<file path="config.mk">
export PLATFORM = sky130hd
export DESIGN_NAME = lpi_sequencer
export DESIGN_NICKNAME = d
export VERILOG_FILES = /design/src/sv/lpi_pkg.sv /design/src/sv/lpi_sequencer.sv
export SDC_FILE = /design/constraint.sdc
export NUM_CORES = 1
export LEC_CHECK = 0
export BUFFER_PORTS_ARGS = -buffer_cell sky130_fd_sc_hd__buf_2
export CAP_MARGIN = 40
export CORE_UTILIZATION = 55
export CTS_BUF_LIST = sky130_fd_sc_hd__clkbuf_2
export CTS_CLUSTER_SIZE = 14
export DETAILED_ROUTE_END_ITERATION = 10
export PLACE_DENSITY = 0.85
export SLEW_MARGIN = 30
export SYNTH_ARGS = -nofsm -noshare
export SYNTH_HDL_FRONTEND = slang
export SYNTH_SLANG_ARGS = --single-unit
export TNS_END_PERCENT = 20
</file>
<file path="constraint.sdc">
create_clock -name clk -period 5.9 [get_ports clk]
set_input_delay 1.18 -clock clk [delete_from_list [all_inputs] [get_ports clk]]
set_output_delay 1.18 -clock clk [all_outputs]
set_load 0.03 [all_outputs]
</file>
<file path="src/sv/lpi_pkg.sv">
package lpi_pkg;

  // Arithmetic constants of the evaluation.
  localparam int STEP_MS    = 100;
  localparam int DIVIDEND_W = 32;
  localparam int FRAC_W     = 7;
  localparam int COUNT_W    = 6;
  localparam int BRIGHT_W   = 16;
  localparam int ENTRY_W    = 9;

  // 5243 / 2^19 lies just above 1/100; the excess stays below one step for any
  // remainder under 43690, so the scaled product gives the exact quotient.
  localparam int RECIP_100   = 5243;
  localparam int RECIP_W     = 13;
  localparam int RECIP_SHIFT = 19;

  localparam logic [ENTRY_W-1:0]         LETTER_BASE = 9'd97;
  localparam logic signed [BRIGHT_W-1:0] UNIT_FULL   = 16'sd1200;

  // Item kinds.
  localparam logic [1:0] KIND_WRITE  = 2'd0;
  localparam logic [1:0] KIND_LENGTH = 2'd1;
  localparam logic [1:0] KIND_EVAL   = 2'd2;

  // Datapath operations.
  localparam logic [3:0] OP_NOP        = 4'd0;
  localparam logic [3:0] OP_WR_LETTER  = 4'd1;
  localparam logic [3:0] OP_WR_LEN     = 4'd2;
  localparam logic [3:0] OP_LOAD_MOD   = 4'd3;
  localparam logic [3:0] OP_DIV_STEP   = 4'd4;
  localparam logic [3:0] OP_LOAD_SPLIT = 4'd5;
  localparam logic [3:0] OP_RD_CUR     = 4'd6;
  localparam logic [3:0] OP_MAC_CUR    = 4'd7;
  localparam logic [3:0] OP_MAC_PREV   = 4'd8;
  localparam logic [3:0] OP_TAKE_FRAC  = 4'd9;

  // Result sources.
  localparam logic [1:0] EMIT_NONE   = 2'd0;
  localparam logic [1:0] EMIT_ACC    = 2'd1;
  localparam logic [1:0] EMIT_FULL   = 2'd2;
  localparam logic [1:0] EMIT_REJECT = 2'd3;

  // Jump conditions.
  localparam logic [1:0] COND_NONE     = 2'd0;
  localparam logic [1:0] COND_LOOP     = 2'd1;
  localparam logic [1:0] COND_NO_LEN   = 2'd2;
  localparam logic [1:0] COND_TOO_LONG = 2'd3;

  // Program addresses.
  localparam int PC_W = 4;
  localparam logic [PC_W-1:0] PC_WRITE      = 4'd0;
  localparam logic [PC_W-1:0] PC_LENGTH     = 4'd1;
  localparam logic [PC_W-1:0] PC_REJECT     = 4'd2;
  localparam logic [PC_W-1:0] PC_EVAL       = 4'd3;
  localparam logic [PC_W-1:0] PC_MOD        = 4'd4;
  localparam logic [PC_W-1:0] PC_MOD_LOOP   = 4'd5;
  localparam logic [PC_W-1:0] PC_SPLIT      = 4'd6;
  localparam logic [PC_W-1:0] PC_FRAC       = 4'd7;
  localparam logic [PC_W-1:0] PC_RD_CUR     = 4'd8;
  localparam logic [PC_W-1:0] PC_MAC_CUR    = 4'd9;
  localparam logic [PC_W-1:0] PC_MAC_PREV   = 4'd10;
  localparam logic [PC_W-1:0] PC_EMIT       = 4'd11;
  localparam logic [PC_W-1:0] PC_FULL       = 4'd12;

  typedef struct packed {
    logic [3:0]      op;
    logic [1:0]      emit;
    logic [1:0]      cond;
    logic [PC_W-1:0] target;
    logic            done;
  } ctrl_t;

  typedef struct packed {
    logic too_long;
    logic no_len;
    logic more;
  } dp_status_t;

  localparam ctrl_t CTRL_IDLE = '{op: OP_NOP, emit: EMIT_NONE, cond: COND_NONE,
                                  target: PC_WRITE, done: 1'b0};

  // The control store. A jump that is taken overrides the done bit.
  function automatic ctrl_t ucode(input logic [PC_W-1:0] pc);
    ctrl_t c;
    c = '{op: OP_NOP, emit: EMIT_NONE, cond: COND_NONE, target: PC_WRITE, done: 1'b1};
    unique case (pc)
      PC_WRITE:      c = '{OP_WR_LETTER,  EMIT_NONE,   COND_NONE,     PC_WRITE,      1'b1};
      PC_LENGTH:     c = '{OP_WR_LEN,     EMIT_NONE,   COND_TOO_LONG, PC_REJECT,     1'b1};
      PC_REJECT:     c = '{OP_NOP,        EMIT_REJECT, COND_NONE,     PC_WRITE,      1'b1};
      PC_EVAL:       c = '{OP_NOP,        EMIT_NONE,   COND_NONE,     PC_WRITE,      1'b0};
      PC_MOD:        c = '{OP_LOAD_MOD,   EMIT_NONE,   COND_NO_LEN,   PC_FULL,       1'b0};
      PC_MOD_LOOP:   c = '{OP_DIV_STEP,   EMIT_NONE,   COND_LOOP,     PC_MOD_LOOP,   1'b0};
      PC_SPLIT:      c = '{OP_LOAD_SPLIT, EMIT_NONE,   COND_NONE,     PC_WRITE,      1'b0};
      PC_FRAC:       c = '{OP_TAKE_FRAC,  EMIT_NONE,   COND_NONE,     PC_WRITE,      1'b0};
      PC_RD_CUR:     c = '{OP_RD_CUR,     EMIT_NONE,   COND_NONE,     PC_WRITE,      1'b0};
      PC_MAC_CUR:    c = '{OP_MAC_CUR,    EMIT_NONE,   COND_NONE,     PC_WRITE,      1'b0};
      PC_MAC_PREV:   c = '{OP_MAC_PREV,   EMIT_NONE,   COND_NONE,     PC_WRITE,      1'b0};
      PC_EMIT:       c = '{OP_NOP,        EMIT_ACC,    COND_NONE,     PC_WRITE,      1'b1};
      PC_FULL:       c = '{OP_NOP,        EMIT_FULL,   COND_NONE,     PC_WRITE,      1'b1};
      default:       c = '{OP_NOP,        EMIT_NONE,   COND_NONE,     PC_WRITE,      1'b1};
    endcase
    return c;
  endfunction

endpackage

</file>
<file path="src/sv/lpi_sequencer.sv">
module lpi_sequencer (
  input  logic                clk,
  input  logic                rst,
  input  logic                start,
  input  logic [1:0]          kind,
  input  lpi_pkg::dp_status_t status,
  input  logic                out_blocked,
  output lpi_pkg::ctrl_t      ctrl,
  output logic                busy
);
  import lpi_pkg::*;

  logic [PC_W-1:0] pc;
  logic [PC_W-1:0] pc_next;
  logic            busy_next;
  ctrl_t           word;
  logic            hold;
  logic            taken;

  assign word = ucode(pc);

  // A step that delivers a result waits while the output register is still full.
  assign hold = (word.emit != EMIT_NONE) && out_blocked;
  assign ctrl = (busy && !hold) ? word : CTRL_IDLE;

  always_comb begin
    unique case (word.cond)
      COND_NONE:     taken = 1'b0;
      COND_LOOP:     taken = status.more;
      COND_NO_LEN:   taken = status.no_len;
      COND_TOO_LONG: taken = status.too_long;
      default:       taken = 1'b0;
    endcase
  end

  always_comb begin
    pc_next   = pc;
    busy_next = busy;
    if (start) begin
      unique case (kind)
        KIND_WRITE: begin
          pc_next   = PC_WRITE;
          busy_next = 1'b1;
        end
        KIND_LENGTH: begin
          pc_next   = PC_LENGTH;
          busy_next = 1'b1;
        end
        KIND_EVAL: begin
          pc_next   = PC_EVAL;
          busy_next = 1'b1;
        end
        default: begin
          busy_next = 1'b0;
        end
      endcase
    end else if (busy && !hold) begin
      priority if (taken) begin
        pc_next = word.target;
      end else if (word.done) begin
        busy_next = 1'b0;
      end else begin
        pc_next = pc + PC_W'(1);
      end
    end
  end

  always_ff @(posedge clk) begin
    if (rst) begin
      pc   <= PC_WRITE;
      busy <= 1'b0;
    end else begin
      pc   <= pc_next;
      busy <= busy_next;
    end
  end

endmodule

</file>
==> run metrics, run 1 <==
outcome=complete, no violations; CTS Buf Count=3; worst skew pair latency=around 0.32 ns; GRT Total Usage=0.2375; layout cells sized above 1=0.3217; synth warn=0; Inst Count DP=166; hold crit path type=reg2reg; Final TNS setup=0 ns; DRT antenna net count=0; placed wire-length estimate=between 1500 and 2000 um; Final nets=162; most frequent cells in the layout=buf_2 (22), dfxtp_1 (18), and3_1 (10); clock sinks=18; synthesized flop and latch total=18; port bufs=22; Max Clock Freq=approximately 0.31 GHz; final setup vio count=0; max_cap viols=0; drc violations=0; final WL=around 2600 um; Final Cycle Share=0.5422; Unique masters post-synth=between 40 and 50; Setup Skew=roughly 0.020 ns; Final Cell Area=about 1300 um^2; antenna violations before repair=0; Post-CTS Setup Inserts=0; ANT cells=0; crit end category=register; most common cell after layout, fill and taps aside=buf_2; area share of the largest cell type after synthesis=0.3103; CP Launch Type=primary input; post-synthesis net count=138; cts hold-fix bufs=0; cts repair resizes=0; die footprint=2299 um^2; Clock Tree Root=clkbuf_2; Critical Path AT=3.41 ns; worst vdd ir=around 0.00013 V; row count=16; clk buf depth=2; TritonCTS clock tree=built; fillers=roughly 160; first-pass GRT wire length=between 3000 and 4000 um; post-route worst setup slack=about 2.7 ns; Initial Util=0.5859; Worst-Margin Slew=0.5726 ns; Pwr Density=about 190 nW/um^2; Syn Std Cell Area=between 1000 and 1500 um^2; Syn-to-layout area delta=12.72%; cells after synthesis=120; vias in the first global route=approximately 840; # IOs=23; GPL Wtd Cong=between 0.7 and 0.8; Core Area=approximately 2000 um^2; vias=a little under 1000; die height=between 40 and 50 um; DR pass1 iterations=6; CP Data Required Time=roughly 6.1 ns; area leader, netlist=dfxtp_1; Seq/Total Area, Yosys=0.3103; WL/cell=about 15 um; final hold viol count=0; static leakage=0.6193 nW; Syn Area/Cell=between 9 and 10 um^2; min cycle time layout=between 3 and 4 ns; non-filler instance count after layout=170; CP Max Fanout=7; clock slew at the register clock pins of the worst setup and hold paths=roughly 0.18 ns; relative slew slack=0.6182; RSZ-0062 raised after global routing=no; total grt overflow=0; Avg Vias per Cell=~5.7; worst reg-to-reg setup slack=around 3.3 ns; largest net degree at the start of global routing=17; H-tree depth=1; Die X=about 48 um; fin. max-slew vios=0; critical path type=in2reg; Area after DPL=~1300 um^2; Setup WS pre-CTS=between 2 and 2.5 ns; Starting DRT DRC Count=22; synth top area cells=dfxtp_1 (31%), ha_1 (9.7%), and3_1 (5.4%)
[worst paths after layout]
check        depth (start not counted)          startpoint                 end
min                                  2  word[2]$_SDFF_PP0_  pc[1]$_SDFFE_PP0N_
min reg2reg                          2  word[2]$_SDFF_PP0_  pc[1]$_SDFFE_PP0N_
max                                 10             kind[0]    word[10]$_DFF_P_
max reg2reg                          8  word[6]$_SDFF_PP0_    word[10]$_DFF_P_
[sequential cells by signal, indices dropped and copies added, names as in the netlist]
register,flops
pc,4
word,13
busy,1
[layout make-up]
class	instances	area, um^2	area share
multi-input combinational	89	748.2	0.5717
sequential	18	360.3	0.2753
timing repair buffer	22	110.1	0.08413
inverter	10	37.54	0.02868
tap	27	33.78	0.02581
clock buffer	3	15.01	0.01147
clock inverter	1	3.754	0.002868
[critical path, stage by stage]
cell and delay [ns]:
buf_2 0.09, inv_1 0.05, ha_1 0.32, o21ai_2 0.28, mux2i_1 0.18, o32ai_4 0.39, inv_1 0.12, ha_1 0.27
nor2b_1 0.18, a221o_1 0.34
[power by group]
| group | internal (mW) | switching (mW) | total, mW |
|---|---|---|---|
| Clock | 0.0147 | 0.0392 | 0.0539 |
| Sequential | 0.128 | 0.00645 | 0.134 |
| Combinational | 0.0234 | 0.0328 | 0.0562 |
| Total | 0.166 | 0.0785 | 0.244 |
[synthesized netlist by cell type (all sizes together)]
library cell	n
o21a	1
a32o	1
o21ai	6
a211oi	2
nand4b	1
o22ai	1
nand4	1
o32ai	2
and2	4
nor2b	2
dfxtp	18
a22o	1
a221o	1
o21bai	1
or2b	1
or2	2
o221a	1
and3	11
o31ai	2
ha	9
nand2	5
nand3	2
buf	1
nor3	2
a21oi	3
a311oi	1
xnor2	1
mux2	2
a2bb2oi	1
nor2	9
mux2i	7
a31oi	1
and2b	1
nor3b	1
inv	10
nand3b	2
o2bb2ai	1
clkbuf	2
[routing by layer]
layer  track usage  share of wire  routed length (um)
met5             0              0                   0
met4        0.1056          0.022                  56
met3       0.04906          0.031                  80
met2        0.3946           0.51                1301
met1        0.2941           0.44                1123
[stage by stage]
step | utilization | power [mW] | hold WS [ns]
after floorplan | - | 0.1764 | 0.5522
after global placement | 0.6509 | 0.1893 | 0.6134
after detailed placement | 0.6509 | 0.1923 | 0.6259
after CTS | 0.6604 | 0.2442 | 0.6389
after global routing | 0.6604 | 0.2540 | 0.6807
final | 0.6604 | 0.2444 | 0.6576
[kinds of logic (layout without fill, tap and decap cells)]
| family | after synthesis | in the layout | synth area share |
|---|---|---|---|
| XOR/XNOR | 1 | 1 | 0.007544 |
| adder cells (fa/ha/maj) | 9 | 9 | 0.09698 |
| AO/OA/AOI/OAI | 26 | 26 | 0.2231 |
| AND/OR/NAND/NOR | 44 | 44 | 0.2198 |
| multiplexers | 9 | 9 | 0.09698 |
| flip-flops | 18 | 18 | 0.3103 |
| buffers and inverters | 13 | 36 | 0.04526 |
No activity file was read; power rests on OpenSTA's default activity.
==> run 2: changes to the inputs <==
- clock period: 5.9 -> 3 ns (I/O delays scaled with it)
==> run 2 against run 1 <==
Non-clock buffer count increased by 3. Global-route usage up 1.6 points. First-iteration DRC count rose by 36%. Worst setup slack worse by 2.3 ns. Clock skew down 0.018 ns. Routed wire length rose by 1.6%. Register-to-register slack lost 2.9 ns. Power rose by 98%. Final cell count rose by 1.8%. Clock power increased by 93%. Critical endpoint unchanged.
==> run metrics, run 2 (synthesized netlist as in run 1, its figures left out) <==
final WL=2602 um (was 2561 um); Setup Skew=0.002461 ns (was 0.02041 ns); fillers=164 (was 162); min cycle time layout=2.607 ns; vias=979 (was 962); Syn-to-layout area delta=14.66% (was 12.72%); GRT Total Usage=0.2535 (was 0.2375); total grt overflow=0 (unchanged); port bufs=22 (unchanged); Die X=47.95 um (unchanged); Core Area=1982 um^2 (unchanged); DRT antenna net count=0 (unchanged); drc violations=0 (unchanged); RSZ-0062 raised after global routing=no (unchanged); first-pass GRT wire length=3864 um (was 3657 um); die footprint=2299 um^2 (unchanged); Critical Path AT=2.82 ns (was 3.41 ns); Final nets=165 (was 162); WL/cell=15.04 um (was 15.06 um); Slowest-stage cell, CP=o32ai_4 (unchanged); CP Launch Type=primary input (unchanged); clock slew at the register clock pins of the worst setup and hold paths=0.17 ns (was 0.18 ns); worst skew pair latency=0.30 ns (was 0.32 ns); Initial Util=0.5859 (unchanged); P_int=329.3 uW (was 165.9 uW); die height=47.95 um (unchanged); TritonCTS clock tree=built (unchanged); max reg flops=13 (unchanged); utilization after layout=0.6717 (was 0.6604); Sw Ratio=0.3186 (was 0.3210); DR pass1 iterations=4 (was 6); CP Max Fanout=7 (unchanged); clock share of power=0.215 (was 0.221); Final TNS setup=0 ns (unchanged); Final Cycle Share=0.8689; final hold viol count=0 (unchanged); crit end category=register (unchanged); CP Data Required Time=3.21 ns (was 6.11 ns); static leakage=0.6352 nW (was 0.6193 nW); CTS Buf Count=3 (unchanged); Worst-Margin Slew=0.5273 ns (was 0.5726 ns); combinational fraction of design power=0.245 (was 0.230); row count=16 (unchanged); Pwr Density=363.0 nW/um^2 (was 186.7 nW/um^2); Net Sw Power=153.9 uW (was 78.46 uW); cts hold-fix bufs=0 (unchanged); Clock Tree Root=clkbuf_2 (unchanged); Reg power frac=0.540 (was 0.549); Starting DRT DRC Count=30 (was 22); relative slew slack=0.6484 (was 0.6182); Post-CTS Setup Inserts=0 (unchanged); most frequent cells in the layout=buf_2 (22), dfxtp_1 (18), and3_1 (10) (unchanged); layout cells sized above 1=0.3356 (was 0.3217); delay of the slowest cell on the worst path=0.39 ns (about the same); most common cell after layout, fill and taps aside=buf_2 (unchanged); GPL Wtd Cong=0.8032 (was 0.7843); max_cap viols=0 (unchanged); antenna violations before repair=0 (unchanged); ANT cells=0 (unchanged); outcome=complete, no violations (unchanged); placed wire-length estimate=2060 um (was 1996 um); # IOs=23 (unchanged); critical path type=in2reg (unchanged); fin. max-slew vios=0 (unchanged); worst vdd ir=0.0002233 V (was 0.0001292 V); clk buf depth=2 (unchanged); final setup vio count=0 (unchanged); crit path cell chain=buf_2 > inv_1 > ha_1 > o21ai_2 > mux2i_1 > o32ai_4 > inv_1 > ha_1 > nor2b_1 > a221o_1 (unchanged); Avg Vias per Cell=5.659 (about the same); cts repair resizes=0 (unchanged); hold crit path type=in2reg (was reg2reg); vias in the first global route=838 (was 842); H-tree depth=1 (unchanged); hold_ws=0.5586 ns (was 0.6576 ns); Max Clock Freq=around 0.38 GHz; largest net degree at the start of global routing=17 (unchanged); worst reg-to-reg setup slack=0.41 ns (was 3.29 ns); clock sinks=18 (unchanged)
-- run 2: changes by cell type in the layout (fill, tap and decap cells not counted), sizes merged --
| cell | delta |
|---|---|
| buf | +3 |
-- run 2: cell type report --
class | count | area [um^2] | area share
Tap cell | 27 | 33.78 | 0.02538
Sequential cell | 18 | 360.3 | 0.2707
Clock buffer | 3 | 15.01 | 0.01128
Inverter | 10 | 37.54 | 0.02820
Clock inverter | 1 | 3.754 | 0.002820
Multi-Input combinational cell | 89 | 748.2 | 0.5620
Timing Repair Buffer | 25 | 132.6 | 0.09962
-- run 2: worst paths after layout --
kind                                    startpoint                 end  depth (start not counted)
worst min register to register  word[2]$_SDFF_PP0_  pc[1]$_SDFFE_PP0N_                          2
worst min-delay path                           rst   busy$_SDFFE_PP0P_                          2
worst max register to register  word[6]$_SDFF_PP0_    word[10]$_DFF_P_                          8
worst max-delay path                       kind[0]    word[10]$_DFF_P_                         10
-- run 2: per-stage QoR --
stage / cells / setup WS (ns) / cell area (um^2) / power (mW)
after floorplan: 120 / 0.4198 / 1161 / 0.3469
final: 173 / 0.3932 / 1331 / 0.4832
after CTS: 173 / 0.4133 / 1331 / 0.4820
after global placement: 169 / 0.2238 / 1313 / 0.3759
after global routing: 173 / 0.2702 / 1331 / 0.5018
after detailed placement: 169 / 0.08890 / 1313 / 0.3834
-- run 2: power by group through the flow --
| stage | registers (mW) | clock network (mW) | logic, mW |
|---|---|---|---|
| 3_3_place_gp | 0.265 | 0 | 0.111 |
| 3_5_place_dp | 0.266 | 0 | 0.117 |
| 6_report | 0.261 | 0.104 | 0.118 |
| 4_1_cts | 0.261 | 0.103 | 0.118 |
| 5_1_grt | 0.262 | 0.112 | 0.128 |
| 2_1_floorplan | 0.266 | 0 | 0.0807 |
-- run 2: critical path, delay by kind of cell --
family          cells  cell delay, ns
compound gates      3            1.00
fa+ha+maj           2            0.61
buf+inv             3            0.27
mux                 1            0.18
simple gates        1            0.17
-- run 2: metal layers --
metal | up-vias | wire (um) | GRT usage
met5 | - | 0 | 0
met4 | 0 | 37 | 0.1000
met3 | 4 | 83 | 0.04906
met2 | 24 | 1313 | 0.4297
met1 | 467 | 1167 | 0.3144
li1 | 484 | - | -
==> run 3: changes to the inputs <==
- BUFFER_PORTS_ARGS: -buffer_cell sky130_fd_sc_hd__buf_2 -> -buffer_cell sky130_fd_sc_hd__buf_4
==> run 3 against run 2 <==
Clock skew is 0.0056 ns higher. Sequential share of layout area shrank 0.93 points. Design area up 3.6%. Clock-buffer cell count stayed put. Clock power is essentially flat. Routed wire length is 0.19% lower. First-iteration DRC count decreased by 13%. Final cell count fell by 0.58%. Non-clock buffer count fell by 1. Sequential power about the same. Core utilization up 2.4 points.
==> run metrics, run 3 (synthesized netlist as in run 1, its figures left out) <==
outcome=complete, no violations (unchanged); Net Sw Power=155.1 uW (was 153.9 uW); Reg power frac=0.534 (was 0.540); DRT antenna net count=0 (unchanged); FF+latch area=360.3 um^2 (unchanged); Final Cycle Share=0.8617 (was 0.8689); cts repair resizes=0 (unchanged); fillers=159 (was 164); final WL=2597 um (was 2602 um); Final TNS setup=0 ns (unchanged); worst skew pair latency=0.31 ns (was 0.30 ns); static leakage=0.6364 nW (was 0.6352 nW); final hold viol count=0 (unchanged); clock share of power=0.219 (was 0.215); cts hold-fix bufs=0 (unchanged); die footprint=2299 um^2 (unchanged); min cycle time layout=2.585 ns (was 2.607 ns); clock slew at the register clock pins of the worst setup and hold paths=0.18 ns (was 0.17 ns); Final nets=164 (was 165); worst reg-to-reg setup slack=0.43 ns (was 0.41 ns); total grt overflow=0 (unchanged); max reg flops=13 (unchanged); placed wire-length estimate=2054 um (was 2060 um); clk buf depth=2 (unchanged); crit path to=word[10]$_DFF_P_ (unchanged); Starting DRT DRC Count=26 (was 30); reg2reg end=word[10]$_DFF_P_ (unchanged); worst vdd ir=0.0002780 V (was 0.0002233 V); antenna violations before repair=0 (unchanged); vias=996 (was 979); critical path type=in2reg (unchanged); max_cap viols=0 (unchanged); Clock Tree Root=clkbuf_2 (unchanged); port bufs=22 (unchanged); multi-input combinational cell area=748.2 um^2 (unchanged); hold path depth=2 (unchanged); die height=47.95 um (unchanged); largest net degree at the start of global routing=16 (was 17); crit end category=register (unchanged); Core Area=1982 um^2 (unchanged); Syn-to-layout area delta=18.75% (was 14.66%); CP Data Required Time=3.22 ns (was 3.21 ns); P_int=333.6 uW (was 329.3 uW); DR pass1 iterations=4 (unchanged); Pwr Density=354.5 nW/um^2 (was 363.0 nW/um^2); Setup Skew=0.008098 ns (was 0.002461 ns); CP Launch Type=primary input (unchanged); relative slew slack=0.6494 (was 0.6484); drc violations=0 (unchanged); Die X=47.95 um (unchanged); layout cells sized above 1=0.3310 (was 0.3356); Sw Ratio=0.3174 (was 0.3186); GRT Total Usage=0.2394 (was 0.2535); GPL Wtd Cong=0.8295 (was 0.8032); hold crit path type=in2reg (unchanged); ANT cells=0 (unchanged); Post-CTS Setup Inserts=0 (unchanged); combinational fraction of design power=0.247 (was 0.245); Inst Count DP=168 (was 169); row count=16 (unchanged); CP Max Fanout=7 (unchanged); vias in the first global route=843 (was 838); fin. max-slew vios=0 (unchanged); Avg Vias per Cell=5.791 (was 5.659); final setup vio count=0 (unchanged); Max Clock Freq=0.3869 GHz (was 0.3836 GHz); Critical Path AT=2.80 ns (was 2.82 ns); first-pass GRT wire length=3691 um (was 3864 um); # IOs=23 (unchanged); most common cell after layout, fill and taps aside=buf_4 (was buf_2); CTS Buf Count=3 (unchanged); Worst R2R Start=word[6]$_SDFF_PP0_ (unchanged); R2R depth=8 (unchanged); TritonCTS clock tree=built (unchanged); WL/cell=15.10 um (was 15.04 um); clock sinks=18 (unchanged); Worst-Margin Slew=0.5258 ns (was 0.5273 ns); H-tree depth=1 (unchanged); RSZ-0062 raised after global routing=no (unchanged); non-filler instance count after layout=172 (was 173); Worst Setup SP=kind[0] (unchanged); Initial Util=0.5859 (unchanged); most frequent cells in the layout=buf_4 (24), dfxtp_1 (18), and3_1 (10) (was buf_2 (22), dfxtp_1 (18), and3_1 (10))
-- run 3: cell count changes in the layout (fill, tap and decap cells not counted), sizes merged --
cell	change
buf	-1
-- run 3: layer usage --
layer | part of all wire | up-vias | GRT usage | wire length [um]
li1 | - | 489 | - | -
met1 | 0.43 | 471 | 0.2818 | 1112
met2 | 0.51 | 28 | 0.4000 | 1329
met3 | 0.040 | 8 | 0.06415 | 103
met4 | 0.020 | 0 | 0.1167 | 52
met5 | 0 | - | 0 | 0
-- run 3: critical path: stages --
cell,delay [ns]
buf_4,0.08
inv_1,0.05
ha_1,0.31
o21ai_2,0.28
mux2i_1,0.19
o32ai_4,0.40
inv_1,0.14
ha_1,0.28
nor2b_1,0.17
a221o_1,0.30
-- run 3: stage by stage --
step	hold WS [ns]	util	total power, mW	setup WS [ns]	cell area (um^2)
floorplan	0.5522	-	0.3469	0.4198	1161
global placement	0.6120	0.6862	0.3801	0.2308	1360
detailed placement	0.6133	0.6862	0.3862	0.1136	1360
CTS	0.4886	0.6957	0.4899	0.4402	1379
global route	0.4853	0.6957	0.5106	0.2948	1379
finish	0.4939	0.6957	0.4888	0.4150	1379
-- run 3: cell type report --
cell class,count,area share
Sequential cell,18,0.2613
Clock inverter,1,0.002722
Timing Repair Buffer,24,0.1307
Clock buffer,3,0.01089
Tap cell,27,0.02450
Multi-Input combinational cell,89,0.5427
Inverter,10,0.02722
-- run 3: power by group through the flow --
stage          Combinational, mW  Clock, mW  Sequential (mW)
4_1_cts                    0.121      0.108            0.261
3_3_place_gp               0.115          0            0.265
2_1_floorplan             0.0807          0            0.266
6_report                   0.121      0.107            0.261
3_5_place_dp               0.120          0            0.266
5_1_grt                    0.131      0.117            0.262
-- run 3: worst min-delay path by stage --
stage	start	end	slack [ns]
2_1_floorplan	word[2]$_SDFF_PP0_	pc[1]$_SDFFE_PP0N_	0.55
3_3_place_gp	word[2]$_SDFF_PP0_	pc[1]$_SDFFE_PP0N_	0.61
3_5_place_dp	word[2]$_SDFF_PP0_	pc[1]$_SDFFE_PP0N_	0.61
4_1_cts	rst	busy$_SDFFE_PP0P_	0.49
5_1_grt	rst	busy$_SDFFE_PP0P_	0.49
6_report	rst	busy$_SDFFE_PP0P_	0.49
